### config.mk
export PLATFORM = sky130hd
export DESIGN_NAME = modem_reply_line_parser_core
export DESIGN_NICKNAME = d
export VERILOG_FILES = /design/src/rtl/mrlp_pkg.sv /design/src/rtl/modem_reply_line_parser_core.sv /design/src/rtl/mrlp_job_queue.sv /design/src/rtl/mrlp_front.sv /design/src/rtl/mrlp_back.sv
export SDC_FILE = /design/constraint.sdc
export NUM_CORES = 1
export LEC_CHECK = 0
export ABC_AREA = 1
export BUFFER_PORTS_ARGS = -buffer_cell sky130_fd_sc_hd__clkbuf_2
export CAP_MARGIN = 20
export CORE_UTILIZATION = 60
export DETAILED_ROUTE_END_ITERATION = 16
export PLACE_DENSITY = 0.79
export SLEW_MARGIN = 40
export SYNTH_ARGS = -nofsm -noshare
export SYNTH_HDL_FRONTEND = slang
export SYNTH_SLANG_ARGS = --single-unit
### constraint.sdc
create_clock -name clk -period 8.8 [get_ports clk]
set_input_delay 1.76 -clock clk [delete_from_list [all_inputs] [get_ports clk]]
set_output_delay 1.76 -clock clk [all_outputs]
set_load 0.01 [all_outputs]
### src/rtl/mrlp_pkg.sv
// shared types and constants of the modem reply line parser
package mrlp_pkg;

	localparam int VALUE_W = 19;

	typedef enum logic [1:0] {
		OP_BYTE  = 2'd0,
		OP_TICK  = 2'd1,
		OP_START = 2'd2,
		OP_NONE  = 2'd3
	} op_t;

	typedef enum logic [1:0] {
		JOB_TIMEOUT = 2'd0,
		JOB_MISSING = 2'd1,
		JOB_PARSE   = 2'd2
	} job_kind_t;

	typedef enum logic [1:0] {
		BK_IDLE = 2'd0,
		BK_READ = 2'd1,
		BK_DONE = 2'd2
	} back_state_t;

	localparam logic [1:0] STATUS_PARSED  = 2'd0;
	localparam logic [1:0] STATUS_MISSING = 2'd1;
	localparam logic [1:0] STATUS_TIMEOUT = 2'd2;

	localparam logic [7:0] CHAR_CR = 8'h0d;
	localparam logic [7:0] CHAR_LF = 8'h0a;
	localparam logic [7:0] CHAR_U  = 8'h55;
	localparam logic [7:0] CHAR_C  = 8'h43;
	localparam logic [7:0] CHAR_ZERO = 8'h30;

	localparam logic [31:0] KEY_TEMP = 32'h74656d70;
	localparam logic [31:0] KEY_WIND = 32'h77696e64;

	localparam logic signed [VALUE_W-1:0] FAIL_VALUE = 19'sd15;

	localparam logic [7:0] START_TIMEOUT_RST = 8'd25;
	localparam logic [7:0] LINE_TIMEOUT_RST  = 8'd15;

	localparam logic [1:0] REG_START_TIMEOUT = 2'd0;
	localparam logic [1:0] REG_LINE_TIMEOUT  = 2'd1;

	// digit offset after the key for each of the four digits
	function automatic logic [3:0] digit_offset(input logic [1:0] idx);
		logic [3:0] off;
		case (idx)
			2'd0: off = 4'd5;
			2'd1: off = 4'd6;
			2'd2: off = 4'd8;
			default: off = 4'd9;
		endcase
		return off;
	endfunction

	function automatic logic signed [VALUE_W-1:0] digit_weight(input logic [1:0] idx);
		logic signed [VALUE_W-1:0] w;
		case (idx)
			2'd0: w = 19'sd1000;
			2'd1: w = 19'sd100;
			2'd2: w = 19'sd10;
			default: w = 19'sd1;
		endcase
		return w;
	endfunction

endpackage

### src/rtl/modem_reply_line_parser_core.sv
// Modem reply line parser. Bytes, timeout ticks and read starts enter on the
// slave stream; the front part counts the timeout, assembles lines of up to
// LINE_BYTES bytes and tracks the first "temp" and "wind" keys, taking one word
// per cycle while the queue has room and no stored line awaits reading. A line
// beginning UC, or a full buffer, ends the read; with both keys it is decoded by
// the back part, which reads the eight digit bytes from the line store one per
// cycle while the input is held. Results leave through a register on the master
// stream, and a two-entry job queue lets the front keep taking words while a
// result waits. Registers: start_timeout at 0x0, line_timeout at 0x4.
module modem_reply_line_parser_core #(
	parameter int LINE_BYTES = 64
) (
	input  logic        clk,
	input  logic        arst_n,
	input  logic        s_axis_tvalid,
	output logic        s_axis_tready,
	input  logic [7:0]  s_axis_tdata,  // rx_byte
	input  logic [1:0]  s_axis_tuser,  // operation
	output logic        m_axis_tvalid,
	input  logic        m_axis_tready,
	output logic [39:0] m_axis_tdata,  // temperature [18:0], wind_speed [37:19], zeros
	output logic [1:0]  m_axis_tuser,  // status
	input  logic        psel,
	input  logic        penable,
	input  logic        pwrite,
	input  logic [2:0]  paddr,
	input  logic [31:0] pwdata,
	output logic [31:0] prdata,
	output logic        pready
);

	localparam int AW = $clog2(LINE_BYTES);
	localparam int LEN_W = $clog2(LINE_BYTES + 1);
	localparam int JOB_W = 2 + LEN_W + 2 * AW;
	localparam int VW = mrlp_pkg::VALUE_W;

	logic [7:0] start_timeout_q;
	logic [7:0] line_timeout_q;
	logic       cfg_write;
	logic [1:0] reg_index;

	logic                q_full, q_not_empty, q_pop;
	logic [JOB_W-1:0]    q_push_data, q_head;
	logic                job_push;
	mrlp_pkg::job_kind_t job_kind, head_kind;
	logic [LEN_W-1:0]    job_len;
	logic [AW-1:0]       job_temp_pos, job_wind_pos;
	logic                mem_we;
	logic [AW-1:0]       mem_addr;
	logic [7:0]          mem_data;
	logic                parse_done;
	logic [VW-1:0]       out_temp, out_wind;

	assign pready    = 1'b1;
	assign cfg_write = psel && penable && pwrite;
	assign reg_index = {1'b0, paddr[2]};

	always_ff @(posedge clk or negedge arst_n) begin
		if (!arst_n) begin
			start_timeout_q <= mrlp_pkg::START_TIMEOUT_RST;
			line_timeout_q  <= mrlp_pkg::LINE_TIMEOUT_RST;
		end else if (cfg_write) begin
			if (reg_index == mrlp_pkg::REG_START_TIMEOUT) begin
				start_timeout_q <= pwdata[7:0];
			end else begin
				line_timeout_q <= pwdata[7:0];
			end
		end
	end

	assign prdata = (reg_index == mrlp_pkg::REG_START_TIMEOUT) ? {24'd0, start_timeout_q}
		: {24'd0, line_timeout_q};

	mrlp_front #(
		.LINE_BYTES(LINE_BYTES)
	) u_front (
		.clk          (clk),
		.arst_n       (arst_n),
		.in_valid     (s_axis_tvalid),
		.in_ready     (s_axis_tready),
		.op           (s_axis_tuser),
		.rx_byte      (s_axis_tdata),
		.start_timeout(start_timeout_q),
		.line_timeout (line_timeout_q),
		.q_full       (q_full),
		.parse_done   (parse_done),
		.job_push     (job_push),
		.job_kind     (job_kind),
		.job_len      (job_len),
		.job_temp_pos (job_temp_pos),
		.job_wind_pos (job_wind_pos),
		.mem_we       (mem_we),
		.mem_addr     (mem_addr),
		.mem_data     (mem_data)
	);

	assign q_push_data = {job_kind, job_len, job_temp_pos, job_wind_pos};

	mrlp_job_queue #(
		.W(JOB_W)
	) u_queue (
		.clk      (clk),
		.arst_n   (arst_n),
		.push     (job_push),
		.push_data(q_push_data),
		.pop      (q_pop),
		.full     (q_full),
		.not_empty(q_not_empty),
		.head     (q_head)
	);

	assign head_kind = mrlp_pkg::job_kind_t'(q_head[JOB_W-1 -: 2]);

	mrlp_back #(
		.LINE_BYTES(LINE_BYTES)
	) u_back (
		.clk         (clk),
		.arst_n      (arst_n),
		.mem_we      (mem_we),
		.mem_addr    (mem_addr),
		.mem_data    (mem_data),
		.job_valid   (q_not_empty),
		.job_kind    (head_kind),
		.job_len     (q_head[2*AW +: LEN_W]),
		.job_temp_pos(q_head[AW +: AW]),
		.job_wind_pos(q_head[AW-1:0]),
		.job_pop     (q_pop),
		.parse_done  (parse_done),
		.out_valid   (m_axis_tvalid),
		.out_ready   (m_axis_tready),
		.out_status  (m_axis_tuser),
		.out_temp    (out_temp),
		.out_wind    (out_wind)
	);

	assign m_axis_tdata = {2'b00, out_wind, out_temp};

endmodule

### src/rtl/mrlp_job_queue.sv
// two-entry queue of jobs between the front and back parts
module mrlp_job_queue #(
	parameter int W = 8
) (
	input  logic         clk,
	input  logic         arst_n,
	input  logic         push,
	input  logic [W-1:0] push_data,
	input  logic         pop,
	output logic         full,
	output logic         not_empty,
	output logic [W-1:0] head
);

	logic [W-1:0] entry_q [2];
	logic         wr_ptr_q;
	logic         rd_ptr_q;
	logic [1:0]   count_q;

	assign full      = (count_q == 2'd2);
	assign not_empty = (count_q != 2'd0);
	assign head      = entry_q[rd_ptr_q];

	always_ff @(posedge clk) begin
		if (push) begin
			entry_q[wr_ptr_q] <= push_data;
		end
	end

	always_ff @(posedge clk or negedge arst_n) begin
		if (!arst_n) begin
			wr_ptr_q <= 1'b0;
			rd_ptr_q <= 1'b0;
			count_q  <= 2'd0;
		end else begin
			if (push) begin
				wr_ptr_q <= ~wr_ptr_q;
			end
			if (pop) begin
				rd_ptr_q <= ~rd_ptr_q;
			end
			if (push && !pop) begin
				count_q <= count_q + 2'd1;
			end else if (pop && !push) begin
				count_q <= count_q - 2'd1;
			end
		end
	end

endmodule

### src/rtl/mrlp_front.sv
// front part: timeout counting, line assembly, key search and job issue
module mrlp_front #(
	parameter int LINE_BYTES = 64,
	parameter int AW = $clog2(LINE_BYTES),
	parameter int LEN_W = $clog2(LINE_BYTES + 1)
) (
	input  logic                clk,
	input  logic                arst_n,
	input  logic                in_valid,
	output logic                in_ready,
	input  logic [1:0]          op,
	input  logic [7:0]          rx_byte,
	input  logic [7:0]          start_timeout,
	input  logic [7:0]          line_timeout,
	input  logic                q_full,
	input  logic                parse_done,
	output logic                job_push,
	output mrlp_pkg::job_kind_t job_kind,
	output logic [LEN_W-1:0]    job_len,
	output logic [AW-1:0]       job_temp_pos,
	output logic [AW-1:0]       job_wind_pos,
	output logic                mem_we,
	output logic [AW-1:0]       mem_addr,
	output logic [7:0]          mem_data
);

	localparam logic [LEN_W-1:0] FULL_LEN = LEN_W'(LINE_BYTES);

	logic [LEN_W-1:0] len_q, len_d;
	logic [7:0]       ticks_q, ticks_d;
	logic [23:0]      last3_q, last3_d;
	logic [AW-1:0]    temp_pos_q, temp_pos_d;
	logic             temp_found_q, temp_found_d;
	logic [AW-1:0]    wind_pos_q, wind_pos_d;
	logic             wind_found_q, wind_found_d;
	logic [7:0]       first0_q, first0_d;
	logic [7:0]       first1_q, first1_d;
	logic             parse_wait_q;
	logic             accept;
	logic [31:0]      window;
	logic [7:0]       ticks_dec;
	logic [LEN_W-1:0] len_inc;
	logic             is_uc;

	assign in_ready = !q_full && !parse_wait_q;
	assign accept   = in_valid && in_ready;
	assign window   = {last3_q, rx_byte};
	assign ticks_dec = ticks_q - 8'd1;
	assign len_inc  = len_q + LEN_W'(1);
	assign is_uc    = (len_q >= LEN_W'(2)) && (first0_q == mrlp_pkg::CHAR_U)
		&& (first1_q == mrlp_pkg::CHAR_C);
	assign mem_addr = len_q[AW-1:0];
	assign mem_data = rx_byte;

	always_comb begin
		len_d        = len_q;
		ticks_d      = ticks_q;
		last3_d      = last3_q;
		temp_pos_d   = temp_pos_q;
		temp_found_d = temp_found_q;
		wind_pos_d   = wind_pos_q;
		wind_found_d = wind_found_q;
		first0_d     = first0_q;
		first1_d     = first1_q;
		job_push     = 1'b0;
		job_kind     = mrlp_pkg::JOB_TIMEOUT;
		job_len      = len_q;
		job_temp_pos = temp_pos_q;
		job_wind_pos = wind_pos_q;
		mem_we       = 1'b0;
		if (accept) begin
			if (op == mrlp_pkg::OP_START) begin
				ticks_d  = start_timeout;
				job_push = (start_timeout == 8'd0);
			end else if (ticks_q != 8'd0 && op != mrlp_pkg::OP_NONE) begin
				if (op == mrlp_pkg::OP_TICK) begin
					ticks_d  = ticks_dec;
					job_push = (ticks_dec == 8'd0);
				end else if (rx_byte == mrlp_pkg::CHAR_CR) begin
					len_d        = '0;
					last3_d      = '0;
					temp_pos_d   = '0;
					temp_found_d = 1'b0;
					wind_pos_d   = '0;
					wind_found_d = 1'b0;
					if (is_uc) begin
						ticks_d  = 8'd0;
						job_push = 1'b1;
						job_kind = (temp_found_q && wind_found_q) ? mrlp_pkg::JOB_PARSE
							: mrlp_pkg::JOB_MISSING;
					end else begin
						ticks_d  = line_timeout;
						job_push = (line_timeout == 8'd0);
					end
				end else if (len_q == '0 && rx_byte == mrlp_pkg::CHAR_LF) begin
					// line feed at line start is skipped
				end else if (len_q >= FULL_LEN) begin
					len_d        = '0;
					last3_d      = '0;
					temp_pos_d   = '0;
					temp_found_d = 1'b0;
					wind_pos_d   = '0;
					wind_found_d = 1'b0;
				end else begin
					mem_we = 1'b1;
					if (len_q == '0) begin
						first0_d = rx_byte;
					end
					if (len_q == LEN_W'(1)) begin
						first1_d = rx_byte;
					end
					if (len_q >= LEN_W'(3)) begin
						if (window == mrlp_pkg::KEY_TEMP && !temp_found_q) begin
							temp_found_d = 1'b1;
							temp_pos_d   = len_q[AW-1:0] - AW'(3);
						end
						if (window == mrlp_pkg::KEY_WIND && !wind_found_q) begin
							wind_found_d = 1'b1;
							wind_pos_d   = len_q[AW-1:0] - AW'(3);
						end
					end
					last3_d = window[23:0];
					len_d   = len_inc;
					if (len_inc >= FULL_LEN) begin
						// full buffer ends the read like a reply line
						job_push     = 1'b1;
						job_kind     = (temp_found_d && wind_found_d) ? mrlp_pkg::JOB_PARSE
							: mrlp_pkg::JOB_MISSING;
						job_len      = len_inc;
						job_temp_pos = temp_pos_d;
						job_wind_pos = wind_pos_d;
						ticks_d      = 8'd0;
						len_d        = '0;
						last3_d      = '0;
						temp_pos_d   = '0;
						temp_found_d = 1'b0;
						wind_pos_d   = '0;
						wind_found_d = 1'b0;
					end
				end
			end
		end
	end

	always_ff @(posedge clk or negedge arst_n) begin
		if (!arst_n) begin
			len_q        <= '0;
			ticks_q      <= 8'd0;
			last3_q      <= 24'd0;
			temp_pos_q   <= '0;
			temp_found_q <= 1'b0;
			wind_pos_q   <= '0;
			wind_found_q <= 1'b0;
			first0_q     <= 8'd0;
			first1_q     <= 8'd0;
			parse_wait_q <= 1'b0;
		end else begin
			len_q        <= len_d;
			ticks_q      <= ticks_d;
			last3_q      <= last3_d;
			temp_pos_q   <= temp_pos_d;
			temp_found_q <= temp_found_d;
			wind_pos_q   <= wind_pos_d;
			wind_found_q <= wind_found_d;
			first0_q     <= first0_d;
			first1_q     <= first1_d;
			// hold off new bytes until the stored line has been read
			if (job_push && job_kind == mrlp_pkg::JOB_PARSE) begin
				parse_wait_q <= 1'b1;
			end else if (parse_done) begin
				parse_wait_q <= 1'b0;
			end
		end
	end

endmodule

### src/rtl/mrlp_back.sv
// back part: line store, digit decoding and the result register
module mrlp_back #(
	parameter int LINE_BYTES = 64,
	parameter int AW = $clog2(LINE_BYTES),
	parameter int LEN_W = $clog2(LINE_BYTES + 1)
) (
	input  logic                clk,
	input  logic                arst_n,
	input  logic                mem_we,
	input  logic [AW-1:0]       mem_addr,
	input  logic [7:0]          mem_data,
	input  logic                job_valid,
	input  mrlp_pkg::job_kind_t job_kind,
	input  logic [LEN_W-1:0]    job_len,
	input  logic [AW-1:0]       job_temp_pos,
	input  logic [AW-1:0]       job_wind_pos,
	output logic                job_pop,
	output logic                parse_done,
	output logic                out_valid,
	input  logic                out_ready,
	output logic [1:0]          out_status,
	output logic [mrlp_pkg::VALUE_W-1:0] out_temp,
	output logic [mrlp_pkg::VALUE_W-1:0] out_wind
);

	localparam int POS_W = LEN_W + 1;
	localparam int VW = mrlp_pkg::VALUE_W;

	logic [7:0] line_mem [LINE_BYTES];

	mrlp_pkg::back_state_t state_q, state_d;
	logic [2:0]           step_q, step_d;
	logic                 rd_valid_s1;
	logic [2:0]           rd_step_s1;
	logic                 rd_inrange_s1;
	logic [7:0]           rd_data_s1;
	logic signed [VW-1:0] temp_acc_q, wind_acc_q;
	logic                 out_valid_q;
	logic [1:0]           out_status_q;
	logic [VW-1:0]        out_temp_q, out_wind_q;
	logic                 out_free;
	logic                 rd_en;
	logic                 load_fail;
	logic                 load_parse;
	logic                 start_parse;
	logic [AW-1:0]        key_pos;
	logic [POS_W-1:0]     rd_pos;
	logic signed [VW-1:0] char_val;
	logic signed [VW-1:0] product;

	assign out_free = !out_valid_q || out_ready;
	assign key_pos  = step_q[2] ? job_wind_pos : job_temp_pos;
	assign rd_pos   = POS_W'(key_pos) + POS_W'(mrlp_pkg::digit_offset(step_q[1:0]));

	always_comb begin
		state_d     = state_q;
		step_d      = step_q;
		rd_en       = 1'b0;
		load_fail   = 1'b0;
		load_parse  = 1'b0;
		start_parse = 1'b0;
		case (state_q)
			mrlp_pkg::BK_IDLE: begin
				if (job_valid) begin
					if (job_kind == mrlp_pkg::JOB_PARSE) begin
						start_parse = 1'b1;
						step_d      = 3'd0;
						state_d     = mrlp_pkg::BK_READ;
					end else if (out_free) begin
						load_fail = 1'b1;
					end
				end
			end
			mrlp_pkg::BK_READ: begin
				rd_en  = 1'b1;
				step_d = step_q + 3'd1;
				if (step_q == 3'd7) begin
					state_d = mrlp_pkg::BK_DONE;
				end
			end
			mrlp_pkg::BK_DONE: begin
				if (!rd_valid_s1 && out_free) begin
					load_parse = 1'b1;
					state_d    = mrlp_pkg::BK_IDLE;
				end
			end
			default: begin
				state_d = mrlp_pkg::BK_IDLE;
			end
		endcase
	end

	assign job_pop    = load_fail || load_parse;
	assign parse_done = load_parse;

	always_ff @(posedge clk) begin
		if (mem_we) begin
			line_mem[mem_addr] <= mem_data;
		end
		if (rd_en) begin
			rd_data_s1 <= line_mem[rd_pos[AW-1:0]];
		end
		rd_step_s1    <= step_q;
		rd_inrange_s1 <= (rd_pos < POS_W'(job_len));
	end

	// bytes past the line read as zero; a stored byte is a signed character
	assign char_val = (rd_inrange_s1 ? VW'(signed'(rd_data_s1)) : '0)
		- VW'(mrlp_pkg::CHAR_ZERO);
	assign product  = VW'(char_val * mrlp_pkg::digit_weight(rd_step_s1[1:0]));

	always_ff @(posedge clk) begin
		if (start_parse) begin
			temp_acc_q <= '0;
			wind_acc_q <= '0;
		end else if (rd_valid_s1) begin
			if (rd_step_s1[2]) begin
				wind_acc_q <= wind_acc_q + product;
			end else begin
				temp_acc_q <= temp_acc_q + product;
			end
		end
		if (load_fail) begin
			out_status_q <= (job_kind == mrlp_pkg::JOB_MISSING) ? mrlp_pkg::STATUS_MISSING
				: mrlp_pkg::STATUS_TIMEOUT;
			out_temp_q   <= mrlp_pkg::FAIL_VALUE;
			out_wind_q   <= mrlp_pkg::FAIL_VALUE;
		end else if (load_parse) begin
			out_status_q <= mrlp_pkg::STATUS_PARSED;
			out_temp_q   <= temp_acc_q;
			out_wind_q   <= wind_acc_q;
		end
	end

	always_ff @(posedge clk or negedge arst_n) begin
		if (!arst_n) begin
			state_q     <= mrlp_pkg::BK_IDLE;
			step_q      <= 3'd0;
			rd_valid_s1 <= 1'b0;
			out_valid_q <= 1'b0;
		end else begin
			state_q     <= state_d;
			step_q      <= step_d;
			rd_valid_s1 <= rd_en;
			if (job_pop) begin
				out_valid_q <= 1'b1;
			end else if (out_ready) begin
				out_valid_q <= 1'b0;
			end
		end
	end

	assign out_valid  = out_valid_q;
	assign out_status = out_status_q;
	assign out_temp   = out_temp_q;
	assign out_wind   = out_wind_q;

endmodule
==> summary.json <==
{
  "fin_setup_tns_ns": 0,
  "r2r_slack_ns": 1.26,
  "synth.yosys.seq_area_share_pct": 56.8,
  "worst_skew_pair.late_latency_ns": 0.63,
  "cts-htree-levels": 3,
  "gp_routability_congestion": 0.901,
  "die_y_microns": 250,
  "tritoncts_clock_tree": "yes",
  "synth_top_area_share_pct": 45.9,
  "global_route.usage.total_pct": 26.9,
  "timing.final.crit_share_pct": 85.7,
  "grt_pass1_vias": 24800,
  "chipWidth_microns": 250,
  "routed_via_density": 5.88,
  "synth_top_area_cells": "sky130_fd_sc_hd__edfxtp_1 (46%), sky130_fd_sc_hd__dfrtp_1 (6.1%), sky130_fd_sc_hd__nand2_1 (5.4%)",
  "ys_dominant_reg_cell": "sky130_fd_sc_hd__edfxtp_1",
  "fin_ws_ns": 1.26,
  "report.final.hold_viol_count": 0,
  "setup_viol_count_final": 0,
  "detailedRoute.firstIterationViolations": 2550,
  "grt_start_max_net_pins": 130,
  "fin_util_pct": 66.9,
  "yosys_warnings": 0,
  "netlist_instances": 3565,
  "final.fill_count": 4461,
  "cts_root_buffer": "sky130_fd_sc_hd__clkbuf_16",
  "gr-usage-met3_pct": 3.86,
  "layout-drive-gt1-share_pct": 7.92,
  "post-place-ws_ns": 1.27,
  "worst_r2r_startpoint": "u_back.rd_inrange_s1$_DFF_P_",
  "crit_path_start_kind": "flop",
  "portBuffers": 75,
  "crit_path_end_kind": "flop",
  "globalRouteMet2Util_pct": 45.0,
  "timing.rr.end": "u_back.wind_acc_q[18]$_SDFFE_PP0P_",
  "die_area_sq_um": 62600,
  "rsz0062_at_grt": "false",
  "cts.reportedPaths.clkPinSlew_ns": 0.06,
  "postSynth.asyncResetShare_pct": 13.1,
  "synth_enable_flop_cells": 564,
  "synth.distinct_cells": 60,
  "worst-r2r-cell-count": 41,
  "syn_area_per_cell_sq_um": 10.4,
  "synthDominantAreaCellType": "sky130_fd_sc_hd__edfxtp_1",
  "antenna_found_initial": 1,
  "fin_crit_ns": 7.54,
  "fp.coreArea_sq_um": 60600,
  "whs_endpoint": "u_back.out_temp[16]$_SDFFE_PP0P_",
  "num_io_pins": 129,
  "cts_repair_resize_count": 0,
  "hold_path_startpoint": "u_back.out_temp[16]$_SDFFE_PP0P_",
  "drt_pre_antenna_iters": 6,
  "num-nets-final": 3853,
  "criticalPathCategory": "reg -> reg",
  "cts_hold_buf": 0,
  "crit_path_top_delay_cell": "sky130_fd_sc_hd__fa_1",
  "floorplan.initialDensity_pct": 61.0,
  "routed_wl_mm": 84.3,
  "grtUsageMet1_pct": 36.0,
  "holdPathStages": 2,
  "cts_made_buffers": 75,
  "clock_sink_count": 741,
  "min_path_type": "reg -> reg",
  "detail-route-antenna-nets": 0,
  "total_number_of_placement_rows": 90,
  "fin_worst_skew_ns": 0.0657,
  "grt_remaining_overflow": 0,
  "status": "finished, final reports clean",
  "routed-via-count": 26100,
  "drc": 0,
  "critPathMaxStageDelay_ns": 0.50,
  "number_of_flip_flops_and_latches_in_the_synthesized_netlist": 741,
  "dp_hpwl_mm": 53.2,
  "cts.path.max_buffers": 3,
  "area.growth.synth_to_final_pct": 9.74,
  "timing.max_cap.violations": 0,
  "grt_most_used_layer": "met2",
  "max_clock_freq_mhz": 133,
  "timing.critical_path.required_ns": 9.32,
  "timing.critical_path.arrival_ns": 8.06,
  "critPathMaxFanout": 8,
  "worst_pin_slew_ns": 0.867,
  "finalMaxSlewViolations": 0,
  "slew-limit-headroom_pct": 42.0,
  "drt-wirelength-per-cell_microns": 19.0,
  "syn_area_sq_um": 36900,
  "cts.repair_timing.setup_buffer_count": 0,
  "grt_first_pass_wirelength_mm": 132
}
-- cells in the final DEF (no fill, tap or decap), drive strengths merged, types with 28 or more instances in the layout --
cell type  Yosys  final
nor2         533    533
o21ai        290    290
o32ai         64     64
buf           91     31
a21oi        149    149
dfxtp         80     80
o221ai        69     69
inv          358    362
xor2          40     40
clkbuf        91    176
nand2        540    540
mux2i         73     73
dfrtp         90     90
nand4         28     28
fa            81     81
nand3        153    153
ha           130    130
edfxtp       564    564
-- kinds of logic after synthesis --
logic type	share of synthesized area (%)
simple gates	14.6
flops	56.8
compound gates	10.5
buf+inv	6.02
fa+ha+maj	8.79
mux	1.98
xor+xnor	1.31
other cells	0.0203
-- per-layer routing --
layer / part of all wire [%] / up-vias
met5: 0 / -
met4: 3.3 / 0
met3: 7.5 / 174
met2: 49 / 1057
met1: 41 / 12500
li1: - / 12300
-- worst max path at each step --
stage / from / endpoint / slack [ns]
2_1_floorplan: u_back.rd_inrange_s1$_DFF_P_ / u_back.wind_acc_q[18]$_SDFFE_PP0P_ / 2.20
3_3_place_gp: u_back.rd_inrange_s1$_DFF_P_ / u_back.wind_acc_q[18]$_SDFFE_PP0P_ / 1.34
3_5_place_dp: u_back.rd_inrange_s1$_DFF_P_ / u_back.wind_acc_q[18]$_SDFFE_PP0P_ / 1.27
4_1_cts: u_back.rd_inrange_s1$_DFF_P_ / u_back.wind_acc_q[18]$_SDFFE_PP0P_ / 1.26
5_1_grt: u_back.rd_inrange_s1$_DFF_P_ / u_back.wind_acc_q[18]$_SDFFE_PP0P_ / 0.68
6_report: u_back.rd_inrange_s1$_DFF_P_ / u_back.wind_acc_q[18]$_SDFFE_PP0P_ / 1.26
-- metrics by stage --
stage                     instances  hold slack, ns  area [sq um]
after detailed placement       4295           0.451         37800
after CTS                      4433           0.460         40500
after global routing           4433           0.471         40500
after global placement         4295           0.445         37800
after floorplan                3590           0.395         37000
final                          4434           0.459         40500
-- state kept, by name, indices dropped and copies added (netlist names), 3 cells and up --
register,count
start_timeout_q,8
u_back.out_temp,19
u_front.len_q,7
line_timeout_q,8
u_front.last3_q,24
u_back.line_mem,512
u_back.step_q,3
u_front.first0_q,8
u_back.rd_data_s1,8
u_front.first1_q,8
u_queue.entry_q,42
u_back.rd_step_s1,3
u_front.wind_pos_q,6
u_front.ticks_q,8
u_back.wind_acc_q,19
u_back.out_wind,19
u_back.temp_acc_q,19
u_front.temp_pos_q,6
-- critical path, delay by kind of cell (launching register included) --
kind	cells	cell delay [ns]
compound gates	3	0.46
xor+xnor	1	0.20
fa+ha+maj	9	3.37
buf+inv	9	0.80
flops	1	0.48
simple gates	19	2.14
-- cell type report --
| cell class | instances | area [sq um] | area share, % |
|---|---|---|---|
| clock inverter | 36 | 519 | 1.28 |
| sequential | 741 | 21000 | 51.7 |
| tap | 782 | 978 | 2.41 |
| inverter | 361 | 1360 | 3.36 |
| timing repair buffer | 105 | 636 | 1.57 |
| antenna | 1 | 2.50 | 0.00617 |
| clock buffer | 102 | 2140 | 5.28 |
| multi-input combinational | 2306 | 13900 | 34.3 |
-- synthesized netlist by cell type (32+ instances only) --
master,instances
sky130_fd_sc_hd__edfxtp_1,564
sky130_fd_sc_hd__clkbuf_1,90
sky130_fd_sc_hd__xor2_1,40
sky130_fd_sc_hd__nand3_1,148
sky130_fd_sc_hd__ha_1,130
sky130_fd_sc_hd__mux2i_1,73
sky130_fd_sc_hd__o32ai_1,64
sky130_fd_sc_hd__buf_4,32
sky130_fd_sc_hd__buf_2,39
sky130_fd_sc_hd__dfxtp_1,80
sky130_fd_sc_hd__fa_1,81
sky130_fd_sc_hd__a21oi_1,148
sky130_fd_sc_hd__nor2_1,523
sky130_fd_sc_hd__nand2_1,534
sky130_fd_sc_hd__dfrtp_1,90
sky130_fd_sc_hd__o21ai_0,286
sky130_fd_sc_hd__o221ai_1,69
sky130_fd_sc_hd__inv_1,350
Power is left out: the tool's default activity adds up to more than one toggle a clock period on the data nets, which glitch-free logic cannot reach.
